$ cat src/rtl/ccs_pkg.sv
// ccs_pkg: shared types and character constants for the css comment stripper
// no dependencies; imported by css_comment_stripper, strip_checker and tb_css_comment_stripper
`default_nettype none

package ccs_pkg;

  // character codes that drive the scanner
  localparam logic [7:0] CH_STAR   = 8'h2A;
  localparam logic [7:0] CH_SLASH  = 8'h2F;
  localparam logic [7:0] CH_SQUOTE = 8'h27;
  localparam logic [7:0] CH_DQUOTE = 8'h22;

  // result queue depth; an item may push two words at once
  localparam int unsigned RESULT_DEPTH = 4;

  // scanner state, one-hot
  typedef enum logic [4:0] {
    MODE_NORMAL  = 5'b00001,
    MODE_SLASH   = 5'b00010,
    MODE_COMMENT = 5'b00100,
    MODE_CSTAR   = 5'b01000,
    MODE_STRING  = 5'b10000
  } scan_mode_t;

  // one result word
  typedef struct packed {
    logic [7:0] out_byte;
    logic       byte_valid;
    logic       is_last;
  } result_t;

endpackage : ccs_pkg

`default_nettype wire

$ cat src/rtl/css_comment_stripper.sv
// css_comment_stripper: removes slash-star block comments from a css byte stream
// depends on ccs_pkg for the scanner state type, character codes and result word
//
// One byte of css text enters per cycle on the s_ side while s_tready is high; bytes
// inside block comments are dropped, quoted strings pass untouched, and a slash is held
// until the following byte shows it does not open a comment. The scanner decides all
// results of a byte in the cycle it is accepted and writes zero, one or two words into
// a small result queue that feeds the m_ side. The sustained rate is one input word per
// cycle while each byte yields at most one word and the m_ side keeps taking words;
// a byte that releases a held slash together with itself yields two words, which the
// queue absorbs and repays by stalling s_tready once it has fewer than two free entries.
// s_tready depends only on registered queue occupancy. The word accepted with s_tlast
// high flushes a held slash, sends an empty word with tuser low if nothing else is due,
// marks its final result with m_tlast, and returns the scanner to plain text. Text of
// a comment still open at the end of the stream is dropped.
`default_nettype none

module css_comment_stripper (
  input  wire logic       clk,
  input  wire logic       rst,
  // input word
  input  wire logic       s_tvalid,
  output logic            s_tready,
  input  wire logic [7:0] s_tdata,   // [7:0] in_byte
  input  wire logic       s_tlast,   // stream_end
  // result word
  output logic            m_tvalid,
  input  wire logic       m_tready,
  output logic [7:0]      m_tdata,   // [7:0] out_byte
  output logic            m_tuser,   // [0] byte_valid
  output logic            m_tlast    // is_last
);

  import ccs_pkg::*;

  // queue depth is a power of two so the pointers wrap on their own
  localparam int unsigned DEPTH = RESULT_DEPTH;
  localparam int unsigned PTR_W = $clog2(DEPTH);
  localparam int unsigned CNT_W = $clog2(DEPTH + 1);

  // scanner state
  scan_mode_t mode, mode_next;
  logic [7:0] quote, quote_next;

  // result queue
  result_t            queue [DEPTH];
  logic [PTR_W-1:0]   wr_ptr, rd_ptr;
  logic [CNT_W-1:0]   count, count_next;

  logic               s_fire, m_fire;
  result_t            res [2];
  logic [1:0]         res_cnt;

  assign s_fire = s_tvalid & s_tready;
  assign m_fire = m_tvalid & m_tready;

  // accept only with room for two words
  assign s_tready = (count <= CNT_W'(DEPTH - 2));

  // scanner decision for the incoming byte
  always_comb begin
    mode_next = mode;
    quote_next = quote;
    res_cnt = 2'd0;
    for (int i = 0; i < 2; i++) begin
      res[i] = '0;
    end
    unique case (mode)
      MODE_SLASH: begin
        if (s_tdata == CH_STAR) begin
          mode_next = MODE_COMMENT;
        end else begin
          res[0] = '{out_byte: CH_SLASH, byte_valid: 1'b1, is_last: 1'b0};
          if (s_tdata == CH_SLASH) begin
            res_cnt = 2'd1;
            mode_next = MODE_SLASH;
          end else begin
            res[1] = '{out_byte: s_tdata, byte_valid: 1'b1, is_last: 1'b0};
            res_cnt = 2'd2;
            if (s_tdata == CH_SQUOTE || s_tdata == CH_DQUOTE) begin
              mode_next = MODE_STRING;
              quote_next = s_tdata;
            end else begin
              mode_next = MODE_NORMAL;
            end
          end
        end
      end
      MODE_COMMENT: begin
        if (s_tdata == CH_STAR) begin
          mode_next = MODE_CSTAR;
        end
      end
      MODE_CSTAR: begin
        if (s_tdata == CH_SLASH) begin
          mode_next = MODE_NORMAL;
        end else if (s_tdata != CH_STAR) begin
          mode_next = MODE_COMMENT;
        end
      end
      MODE_STRING: begin
        res[0] = '{out_byte: s_tdata, byte_valid: 1'b1, is_last: 1'b0};
        res_cnt = 2'd1;
        if (s_tdata == quote) begin
          mode_next = MODE_NORMAL;
          quote_next = 8'h00;
        end
      end
      default: begin
        if (s_tdata == CH_SLASH) begin
          mode_next = MODE_SLASH;
        end else begin
          res[0] = '{out_byte: s_tdata, byte_valid: 1'b1, is_last: 1'b0};
          res_cnt = 2'd1;
          if (s_tdata == CH_SQUOTE || s_tdata == CH_DQUOTE) begin
            mode_next = MODE_STRING;
            quote_next = s_tdata;
          end else begin
            mode_next = MODE_NORMAL;
          end
        end
      end
    endcase

    // end of stream: flush held slash, empty marker if nothing due, tag last
    if (s_tlast) begin
      if (mode_next == MODE_SLASH) begin
        res[res_cnt[0]] = '{out_byte: CH_SLASH, byte_valid: 1'b1, is_last: 1'b0};
        res_cnt = res_cnt + 2'd1;
      end
      if (res_cnt == 2'd0) begin
        res[0] = '{out_byte: 8'h00, byte_valid: 1'b0, is_last: 1'b0};
        res_cnt = 2'd1;
      end
      res[res_cnt[0] ^ 1'b1].is_last = 1'b1;
      mode_next = MODE_NORMAL;
      quote_next = 8'h00;
    end
  end

  // scanner state registers
  always_ff @(posedge clk) begin
    if (rst) begin
      mode <= MODE_NORMAL;
      quote <= 8'h00;
    end else if (s_fire) begin
      mode <= mode_next;
      quote <= quote_next;
    end
  end

  // queue payload writes
  always_ff @(posedge clk) begin
    if (s_fire) begin
      for (int i = 0; i < 2; i++) begin
        if (2'(i) < res_cnt) begin
          queue[wr_ptr + PTR_W'(i)] <= res[i];
        end
      end
    end
  end

  // queue occupancy
  always_comb begin
    count_next = count;
    if (s_fire) begin
      count_next = count_next + CNT_W'(res_cnt);
    end
    if (m_fire) begin
      count_next = count_next - CNT_W'(1);
    end
  end

  // queue pointers
  always_ff @(posedge clk) begin
    if (rst) begin
      wr_ptr <= '0;
      rd_ptr <= '0;
      count <= '0;
    end else begin
      if (s_fire) begin
        wr_ptr <= wr_ptr + PTR_W'(res_cnt);
      end
      if (m_fire) begin
        rd_ptr <= rd_ptr + PTR_W'(1);
      end
      count <= count_next;
    end
  end

  // output word
  assign m_tvalid = (count != '0);
  assign m_tdata  = queue[rd_ptr].out_byte;
  assign m_tuser  = queue[rd_ptr].byte_valid;
  assign m_tlast  = queue[rd_ptr].is_last;

`ifndef ASSERT_OFF
  // queue never overfills
  a_no_overflow: assert property (@(posedge clk) disable iff (rst)
    count <= CNT_W'(DEPTH))
    else $error("result queue overflow");

  // end of stream leaves the scanner in plain text
  a_end_resets: assert property (@(posedge clk) disable iff (rst)
    s_fire && s_tlast |=> mode == MODE_NORMAL && quote == 8'h00)
    else $error("scanner not reset after stream end");

  // every accepted word produces at least one result when it ends a stream
  a_last_result: assert property (@(posedge clk) disable iff (rst)
    s_fire && s_tlast |-> res_cnt != 2'd0)
    else $error("stream end produced no result");

  // a quote character is held only while inside a string
  a_quote_mode: assert property (@(posedge clk) disable iff (rst)
    mode != MODE_STRING |-> quote == 8'h00)
    else $error("stale quote character");
`endif

endmodule : css_comment_stripper

`default_nettype wire

$ cat config.mk
export PLATFORM = sky130hd
export DESIGN_NAME = css_comment_stripper
export DESIGN_NICKNAME = d
export VERILOG_FILES = /design/src/rtl/ccs_pkg.sv /design/src/rtl/css_comment_stripper.sv
export SDC_FILE = /design/constraint.sdc
export NUM_CORES = 1
export LEC_CHECK = 0
export ABC_AREA = 1
export BUFFER_PORTS_ARGS = -buffer_cell sky130_fd_sc_hd__buf_2
export CAP_MARGIN = 20
export CORE_MARGIN = 8
export CORE_UTILIZATION = 57
export CTS_CLUSTER_DIAMETER = 100
export DETAILED_ROUTE_END_ITERATION = 8
export HOLD_SLACK_MARGIN = 0.05
export PLACE_DENSITY = 0.8
export REMOVE_ABC_BUFFERS = 1
export SLEW_MARGIN = 25
export SYNTH_ARGS = -nofsm -noshare
export SYNTH_HDL_FRONTEND = slang
export SYNTH_SLANG_ARGS = --single-unit
$ cat constraint.sdc
create_clock -name clk -period 4.9 [get_ports clk]
set_input_delay 0.735 -clock clk [delete_from_list [all_inputs] [get_ports clk]]
set_output_delay 0.735 -clock clk [all_outputs]
set_load 0.01 [all_outputs]
==> results.md, run 1 <==
* P_sw at 0.0004738 W
* Simple-gate share of the synthesized area at 28.22%
* CTS Buffer Depth at 2
* Vias in the first global route at approximately 2800
* Fin crit share at 59.94%
* Vias per std cell at 5.538
* Area leader, netlist: edfxtp_1
* GRT Util Overall at roughly a fifth
* Syn avg cell area at slightly above 8 sq um
* CTS-repair resized insts at 0
* Clock power share at 30.5%
* Synth Area in Compound Gates at ~16%
* Hold Path Class: reg2reg
* Via count at approximately 3000
* CP arrival at 3.21 ns
* Required time of the worst setup path at 5.18 ns
* Max_slew headroom at 57.93%
* Mapped Area at roughly 3500 sq um
* Rows at 28
* Antenna viol nets, final at 0
* Sw frac at 33.00%
* CP most frequent cell: nand2_1
* Yosys cell types at 35
* Clk pin slew, worst setup/hold paths at ~0.07 ns
* PwrDens at approximately 370 nW/um^2
* Worst-margin pin slew at 0.6302 ns
* CTS tree: built
* Pint at 0.0009620 W
* Minimum clock period after layout at around 2.9 ns
* Main flop type after synthesis: edfxtp_1
* Total power draw at around 0.0014 W
* Setup tns final at 0 ns
* Post-place setup slack at 1.594 ns
* DR WL/cell at 14.30 um
* Clk Latency, worst-skew pair at 0.35 ns
* Routed WL at 7710 um
* Nets at 476
* Crit path largest cell delay at about 0.43 ns
* CP bufs+invs at 2
* Slew Viols, Final at 0
* Layout cells sized above 1 at 16.59%
* Mux contribution to synthesized area at 0.2865%
* Post-synth EDFFs at 40
* Hold-fix buffers, CTS at 0
* Total gr overflow at 0
* Mapped Cells at 433
* Combinational share of power at between 20 and 25%
* Clk_skew at ~0.0085 ns
* Final worst setup slack at 1.963 ns
* N_diodes at 0
* Main combinational cell family by area after synthesis: simple AND/OR/NAND/NOR gates
* Crit path kind: in2reg
* Final setup fails at 0
* Area Overhead vs Synth at 10.49%
* IO Count at 25
* Die Y at 94.29 um
* Largest net degree at the start of global routing at 22
* Port Buffers at 24
* Die outline width at approximately 94 um
* Synth Area in XOR/XNOR at 0.7521%
* Final hold violation count at 0
* YS warnings at 0
* DRC viols at 0
* Top cells by area, synth: edfxtp_1 (34%), dfxtp_1 (13%), nand2_1 (9.8%)
* Initial Utilization at 59.00%
* Async S/R FF share, synth at 0%
* Worst VDD drop at 0.0002208 V
* Worst-path cell chain: buf_2 -> nor2_1 -> nand3_2 -> inv_2 -> nand2_2 -> nand3_1 -> nand2_1 -> ha_1 -> fa_1 -> mux2i_1 -> ha_1 -> nand2_1 -> nand2_1 -> a21oi_1
* Synth top area share at 34.38%
* Initial antenna violation count at 0
* H-tree levels at 3
* TritonCTS Buffers at 9
* CP delay by family, top: simple AND/OR/NAND/NOR gates
* First-pass GRT wire length at 12790 um
* Iteration-0 DRC Markers at 212
* Yosys reg bits at 62
* Number of max-cap violations at 0
* CP Capture Type: flip-flop
* Slowest cell on the critical path: fa_1
* Status: finished clean
* Post-Synth Adder-Cell Area at 1.648%
* DIE AREA at 8890 sq um
* CORE AREA at 5921 sq um
* DR pass1 iterations at 5
* Postcts setup bufs at 0
* Leakage power at 1.644 nW
* Hold WS at 0.4602 ns
* CP Launch Type: input port
* Sequential fraction of the synthesis area at a little under half
* Sequential share of power at 45.4%
* Clock root buffer: clkbuf_8
* DPL Wire Length at about 5600 um
* Clock Sinks at between 60 and 70
* Fmax at 340.5 MHz
* Crit-path max FO at 10
* RSZ-0062 raised after global routing: no
* Filler cell count at between 500 and 600
* Routability cong. at 0.9151
## power groups by stage
stage	clock (W)	combinational (W)	sequential (W)
final	0.000439	0.000346	0.000651
after global routing	0.000465	0.000393	0.000659
after CTS	0.000441	0.000350	0.000653
after floorplan	0	0.000237	0.000649
after detailed placement	0	0.000349	0.000664
after global placement	0	0.000338	0.000662
## sequential cells by signal, indices dropped and copies added, names as in the netlist, named ones only
| name | count |
|---|---|
| rd_ptr | 2 |
| count | 3 |
| queue | 40 |
| mode | 5 |
| wr_ptr | 2 |
| quote | 8 |
## cell usage after synthesis (3+ instances only)
cell       count
inv_1         36
nor3_1         3
a21boi_2       4
nand3_2        4
inv_2          5
o22ai_1       10
dfxtp_1       22
nand3_1       23
a2bb2oi_1      4
nor2_2         5
o21ai_2        5
buf_2          3
edfxtp_1      40
o21ai_0       31
clkbuf_1       6
o21ai_1       17
nand2_1       91
a21oi_1       19
nand2_4        5
nor2_1        77
ha_1           3
xnor2_1        3
## tightest hold or removal path, stage by stage, from the launching register on
cell     delay, ns
dfxtp_1       0.32
nand2_1       0.06
nor2_1        0.03
## worst paths after layout
check / start / end / slack [ns] / depth (start not counted)
worst min register to register: quote[3] / quote[3] / 0.46 / 2
worst max-delay path: s_tdata[4] / count[1] / 1.96 / 14
worst max register to register: mode[1] / count[1] / 2.11 / 14
worst min-delay path: quote[3] / quote[3] / 0.46 / 2
## layer usage
layer  track usage [%]  vias up  part of all wire [%]
met2             30.76       93                    49
met3             4.237       16                   6.2
met1             22.49     1369                    42
li1                  -     1507                     -
met5                 0        -                     0
met4             8.454        0                   2.1
## kinds of logic after synthesis
logic type | count (synthesis)
AND/OR/NAND/NOR | 216
AO/OA/AOI/OAI | 95
flip-flops | 62
buffers and inverters | 52
adder cells (fa/ha/maj) | 4
XOR/XNOR | 3
multiplexers | 1
## stage by stage
stage | util (%) | instances | area [sq um]
final | 65.19 | 539 | 3860
after global routing | 65.19 | 539 | 3860
after floorplan | - | 424 | 3456
after CTS | 65.19 | 539 | 3860
after detailed placement | 61.98 | 523 | 3670
after global placement | 61.98 | 523 | 3670
## cell usage in the layout (no fill, tap or decap), drive strengths merged
cell	instances
a21boi	4
a21oi	20
a2bb2oi	4
a31o	1
buf	24
bufinv	1
clkbuf	10
clkinv	6
dfxtp	22
edfxtp	40
fa	1
ha	3
inv	42
mux2i	1
nand2	98
nand3	27
nand4	3
nor2	85
nor3	3
o211ai	2
o21ai	54
o22ai	10
xnor2	3
## cell type report
class / instances / area [sq um] / share of cell area [%]
Clock buffer: 10 / 127.6 / 3.306
Clock inverter: 6 / 62.56 / 1.621
Inverter: 43 / 163.9 / 4.246
Multi-Input combinational cell: 319 / 1650 / 42.76
Sequential cell: 62 / 1642 / 42.53
Tap cell: 75 / 93.84 / 2.431
Timing Repair Buffer: 24 / 120.1 / 3.112
Power figures use the tool's default switching activity.
==> inputs of run 2 (changes only) <==
--- a/config.mk
+++ b/config.mk
@@ -5,7 +5,7 @@
 export SDC_FILE = /design/constraint.sdc
 export NUM_CORES = 1
 export LEC_CHECK = 0
-export ABC_AREA = 1
+export ABC_AREA = 0
 export BUFFER_PORTS_ARGS = -buffer_cell sky130_fd_sc_hd__buf_2
 export CAP_MARGIN = 20
 export CORE_MARGIN = 8
==> constraint.sdc (replaced) <==
create_clock -name clk -period 3.1 [get_ports clk]
set_input_delay 0.465 -clock clk [delete_from_list [all_inputs] [get_ports clk]]
set_output_delay 0.465 -clock clk [all_outputs]
set_load 0.01 [all_outputs]
==> run 2 against run 1 <==
Critical path depth down 2; cell count fell by 18%; register-to-register slack worse by 1.9 ns; cell area rose by 4.4%; non-clock buffer count grew 30; sequential share of layout area shrank 1.7 points; largest cell class unchanged; worst setup slack lost 1.7 ns.
==> results.md, run 2 <==
* PwrDens at 627.1 nW/um^2
* Required time of the worst setup path at roughly 3.3 ns
* DPL Wire Length at 5666 um
* Vias per std cell at a little over 6
* Antenna viol nets, final at 0
* Area Overhead vs Synth at 15.77%
* Placed cell count at 423
* DIE AREA at 8866 sq um
* Hold Path Class: in2reg
* Crit path largest cell delay at 0.47 ns
* Number of max-cap violations at 0
* Final setup fails at 0
* Top cells by area, synth: edfxtp_1 (34%), dfxtp_1 (13%), mux4_2 (6.5%)
* Final worst setup slack at 0.2329 ns
* CP bufs+invs at 0
* Crit path kind: reg2reg
* Synth top area share at 34.50%
* Routability cong. at 0.8902
* Port Buffers at 24
* Routed WL at 7810 um
* Most common cell after layout, fill and taps aside: edfxtp_1
* Most frequent cells after synthesis: edfxtp_1 (40), nor2_1 (24), nand2_1 (23)
* Multi-input logic area at 1693 sq um
* Layout Utilization at roughly two thirds
* Mapped Cells at roughly 320
* Die Y at 94.16 um
* FF+latch area at 1644 sq um
* RSZ-0062 raised after global routing: no
* Vias in the first global route at 2586
* Syn avg cell area at 10.98 sq um
* Minimum clock period after layout at between 2 and 3 ns
* N_diodes at 0
* H-tree levels at 3
* Final hold violation count at 0
* Non-filler instance count after layout at 440
* Max_slew headroom at 50.70%
* Via count at 2664
* CP arrival at approximately 3.1 ns
* Layout cells sized above 1 at 25.75%
* Clock root buffer: clkbuf_8
* Crit-path max FO at 8
* CP delay by family, top: adder cells
* Status: finished clean
* Post-synth EDFFs at 40
* Rows at 28
* Slew Viols, Final at 0
* Yosys reg bits at 62
* Fin crit share at 92.49%
* Filler cell count at roughly 420
* Largest net degree at the start of global routing at 16
* Post-place setup slack at -0.03926 ns
* IO Count at 25
* CTS Buffer Depth at 2
* Total gr overflow at 0
* Top flop regs: queue: 40 flops, quote: 8 flops, mode: 5 flops
* Iteration-0 DRC Markers at 275
* Yosys cell types at 60
* Highest-count cells in the layout ignoring fill and taps: edfxtp_1 (40), buf_4 (30), nor2_1 (24), buf_2 (24), nand2_1 (23)
* Initial antenna violation count at 0
* Count leader, synth: edfxtp_1
* DR pass1 iterations at 4
* DRC viols at 0
* CTS tree: built
* GRT Util Overall at 18.64%
* Initial Utilization at 58.81%
* Worst-path cell chain: xor2_1 -> a211oi_2 -> or2_1 -> a21oi_1 -> a22o_1 -> ha_1 -> fa_1 -> mux2i_1 -> ha_1 -> nand2_1 -> xnor2_1 -> nor2_1
* CP most frequent cell: ha_1
* Worst-margin pin slew at 0.7385 ns
* Hold-fix buffers, CTS at 0
* Sequential fraction of the synthesis area at 47.14%
* Clk_skew at 0.008405 ns
* Main flop type after synthesis: edfxtp_1
* Total power draw at 0.002528 W
* Die outline width at between 90 and 100 um
* Worst VDD drop at approximately 0.00045 V
* Mapped Area at 3482 sq um
* CP Capture Type: flip-flop
* Clk Latency, worst-skew pair at 0.35 ns
* CP Launch Type: flip-flop
* Nets at around 380
* Setup tns final at 0 ns
* First-pass GRT wire length at 12900 um
* Async S/R FF share, synth at 0%
* Fmax at 348.8 MHz
* Area leader, netlist: edfxtp_1
* YS warnings at 0
* Slowest cell on the critical path: dfxtp_1
* Clock Sinks at 62
* Clk pin slew, worst setup/hold paths at 0.06 ns
* CORE AREA at 5921 sq um
* DR WL/cell at around 18 um
* TritonCTS Buffers at 9
* Max FFs per register at 40
* Leakage power at ~1.4 nW
* Biggest register: queue
-- run 2: through the flow --
stage | hold WS, ns | area [sq um]
finish | 0.4657 | 4031
global route | 0.4690 | 4031
CTS | 0.4563 | 4021
detailed placement | 0.4686 | 3807
global placement | 0.4691 | 3801
floorplan | 0.4571 | 3369
-- run 2: what timing repair did --
action,CTS,global route
buffers inserted,0,1
endpoints found under the setup margin,0,2
resized for setup,0,3
-- run 2: final cells by class --
cell class / count / area share [%]
multi-input combinational: 222 / 41.99
clock buffer: 10 / 3.166
clock inverter: 6 / 2.142
sequential: 62 / 40.78
tap: 75 / 2.328
inverter: 11 / 1.024
timing repair buffer: 54 / 8.566
-- run 2: power by group --
group          total (W)  internal [W]  leakage [nW]  switching, W
registers        0.00111       0.00100         0.544      0.000105
logic           0.000659      0.000317         0.780      0.000343
clock network   0.000763      0.000451         0.106      0.000312
-- run 2: cells by family after synthesis --
logic type	Yosys count	share of synthesized area, %
buf+inv	33	4.419
fa+ha+maj	4	1.653
xor+xnor	14	3.521
compound gates	92	19.33
simple gates	100	16.89
mux	12	7.043
flops	62	47.14
-- run 2: per-layer routing --
| layer | up-vias | share of wire, % | GRT usage, % |
|---|---|---|---|
| met2 | 70 | 50 | 30.82 |
| li1 | 1291 | - | - |
| met5 | - | 0 | 0 |
| met3 | 13 | 5.1 | 5.436 |
| met4 | 0 | 1.7 | 7.266 |
| met1 | 1290 | 43 | 22.18 |
-- run 2: path summary, 6_finish.rpt --
| check | slack [ns] | start | to | depth (start not counted) |
|---|---|---|---|---|
| max | 0.23 | mode[1] | count[2] | 12 |
| min reg2reg | 0.48 | quote[6] | quote[6] | 1 |
| min | 0.47 | rst | count[2] | 2 |
| max reg2reg | 0.23 | mode[1] | count[2] | 12 |
==> inputs of run 3 (changes only) <==
--- a/config.mk
+++ b/config.mk
@@ -9,13 +9,14 @@
 export BUFFER_PORTS_ARGS = -buffer_cell sky130_fd_sc_hd__buf_2
 export CAP_MARGIN = 20
 export CORE_MARGIN = 8
-export CORE_UTILIZATION = 57
+export CORE_UTILIZATION = 40
 export CTS_CLUSTER_DIAMETER = 100
 export DETAILED_ROUTE_END_ITERATION = 8
 export HOLD_SLACK_MARGIN = 0.05
-export PLACE_DENSITY = 0.8
+export PLACE_DENSITY = 0.61
 export REMOVE_ABC_BUFFERS = 1
 export SLEW_MARGIN = 25
 export SYNTH_ARGS = -nofsm -noshare
 export SYNTH_HDL_FRONTEND = slang
 export SYNTH_SLANG_ARGS = --single-unit
+export TNS_END_PERCENT = 1
==> run 3 against run 2 <==
Clock power shrank 2%; hold slack worse by 0.0073 ns; die area up 35%; cell count rose by 7.0%.
==> results.md, run 3 (synthesis gave the netlist of run 2 again) <==
* Placed cell count at 455
* PwrDens at 620.5 nW/um^2
* DPL Wire Length at 5851 um
* Highest-count cells in the layout ignoring fill and taps: edfxtp_1 (40), buf_4 (28), nor2_1 (24), buf_2 (24), nand2_1 (23)
* CTS tree: built
* Routability cong. at slightly above 0.8
* Biggest register: queue
* Vias in the first global route at 2593
* Cell depth of the worst hold path at 2
* Layout cells sized above 1 at 25.34%
* Clock Sinks at between 60 and 70
* Clk Latency, worst-skew pair at around 0.35 ns
* Via count at 2625
* CTS Buffer Depth at 2
* Die Y at 109.3 um
* Clk_skew at 0.007852 ns
* Fmax at 353.7 MHz
* Worst R2R Setup Slack at 0.27 ns
* Die outline width at 109.3 um
* DR WL/cell at 17.19 um
* First-pass GRT wire length at 13040 um
* Layout Utilization at 47.03%
* CORE AREA at 8593 sq um
* N_diodes at 0
* Clk pin slew, worst setup/hold paths at roughly 0.08 ns
* TritonCTS Buffers at 9
* Port Buffers at 24
* FF-to-FF End: count[2]
* Initial Utilization at 40.52%
* Rows at 34
* CP Capture Type: flip-flop
* Max_slew headroom at between 50% and 60%
* Post-place setup slack at -0.03068 ns
* Max FFs per register at 40
* Total gr overflow at 0
* CP arrival at 3.06 ns
* Iteration-0 DRC Markers at 128
* Top flop regs: queue: 40 flops, quote: 8 flops, mode: 5 flops
* Worst-margin pin slew at 0.7295 ns
* Antenna viol nets, final at 0
* RSZ-0062 raised after global routing: no
* Area Overhead vs Synth at 16.06%
* DRC viols at 0
* Status: finished clean
* Largest net degree at the start of global routing at 16
* Worst-path cell chain: xor2_1 -> a211oi_2 -> or2_1 -> a21oi_1 -> a22o_1 -> ha_1 -> fa_1 -> mux2i_1 -> ha_1 -> nand2_1 -> xnor2_1 -> nor2_1
* Slowest cell on the critical path: dfxtp_1
* CP most frequent cell: ha_1
* Hold Startpoint: rst
* Routed WL at 8097 um
* Non-filler instance count after layout at 471
* Minimum clock period after layout at 2.827 ns
* Final hold violation count at 0
* Required time of the worst setup path at 3.34 ns
* Leakage power at 1.408 nW
* DR pass1 iterations at 4
* Number of max-cap violations at 0
* H-tree levels at 3
* Most common cell after layout, fill and taps aside: edfxtp_1
* CP delay by family, top: adder cells
* GRT Util Overall at 14.09%
* Worst r2r path cells at 12
* Vias per std cell at 5.573
* Crit path largest cell delay at approximately 0.53 ns
* Hold Path Class: in2reg
* Worst r2r src: mode[4]
* CP Launch Type: flip-flop
* Nets at about 380
* Crit-path max FO at 8
* Crit path kind: reg2reg
* Clock root buffer: clkbuf_8
* DIE AREA at about 12000 sq um
* Final setup fails at 0
* IO Count at 25
* Slew Viols, Final at 0
* Final worst setup slack at 0.2731 ns
* Hold WS at between 0.4 and 0.5 ns
* Worst VDD drop at 0.0001990 V
* Total power draw at ~0.0025 W
* Initial antenna violation count at 0
* CP bufs+invs at 0
* Fin crit share at between 90% and 100%
[run 3: routing by layer]
layer  up-vias  part of all wire [%]  GRT usage [%]  wire length (um)
met4         0                   1.4          6.557               112
met1      1282                    45          16.90              3638
met5         -                     0              0                 0
li1       1291                     -              -                 -
met3         8                   4.1          2.579               328
met2        44                    50          24.05              4018
[run 3: power breakdown]
| group | internal [W] | leakage (nW) | switching (W) |
|---|---|---|---|
| Combinational | 0.000318 | 0.767 | 0.000344 |
| Sequential | 0.000999 | 0.544 | 0.0000991 |
| Clock | 0.000381 | 0.0968 | 0.000367 |
| Total | 0.00170 | 1.41 | 0.000810 |
[run 3: cell type report]
type,count,area (sq um)
clock buffer,9,123.9
clock inverter,7,80.08
fill,817,4552
inverter,11,41.29
multi-input combinational,222,1687
sequential,62,1644
tap,108,135.1
timing repair buffer,52,330.3
[run 3: what timing repair did]
item	in CTS	in global routing
hold buffers	0	0
setup endpoints to repair	0	2
buffers inserted	0	0
gates resized for setup	0	2
[run 3: metrics by stage]
stage	setup TNS [ns]	cell area (sq um)
3_5_place_dp	-0.03068	3835
3_3_place_gp	0	3835
4_1_cts	0	4039
5_1_grt	0	4041
2_1_floorplan	-0.3288	3369
6_report	0	4041
[run 3: how the worst max path moves through the flow]
stage / start / cells after the start / endpoint / slack [ns]
4_1_cts: mode[3] / 12 / count[2] / 0.17
6_report: mode[4] / 12 / count[2] / 0.27
3_5_place_dp: s_tdata[7] / 12 / count[2] / -0.03
3_3_place_gp: s_tdata[7] / 12 / count[2] / 0.03
5_1_grt: mode[4] / 12 / count[2] / 0.02
2_1_floorplan: s_tdata[7] / 11 / count[1] / -0.17
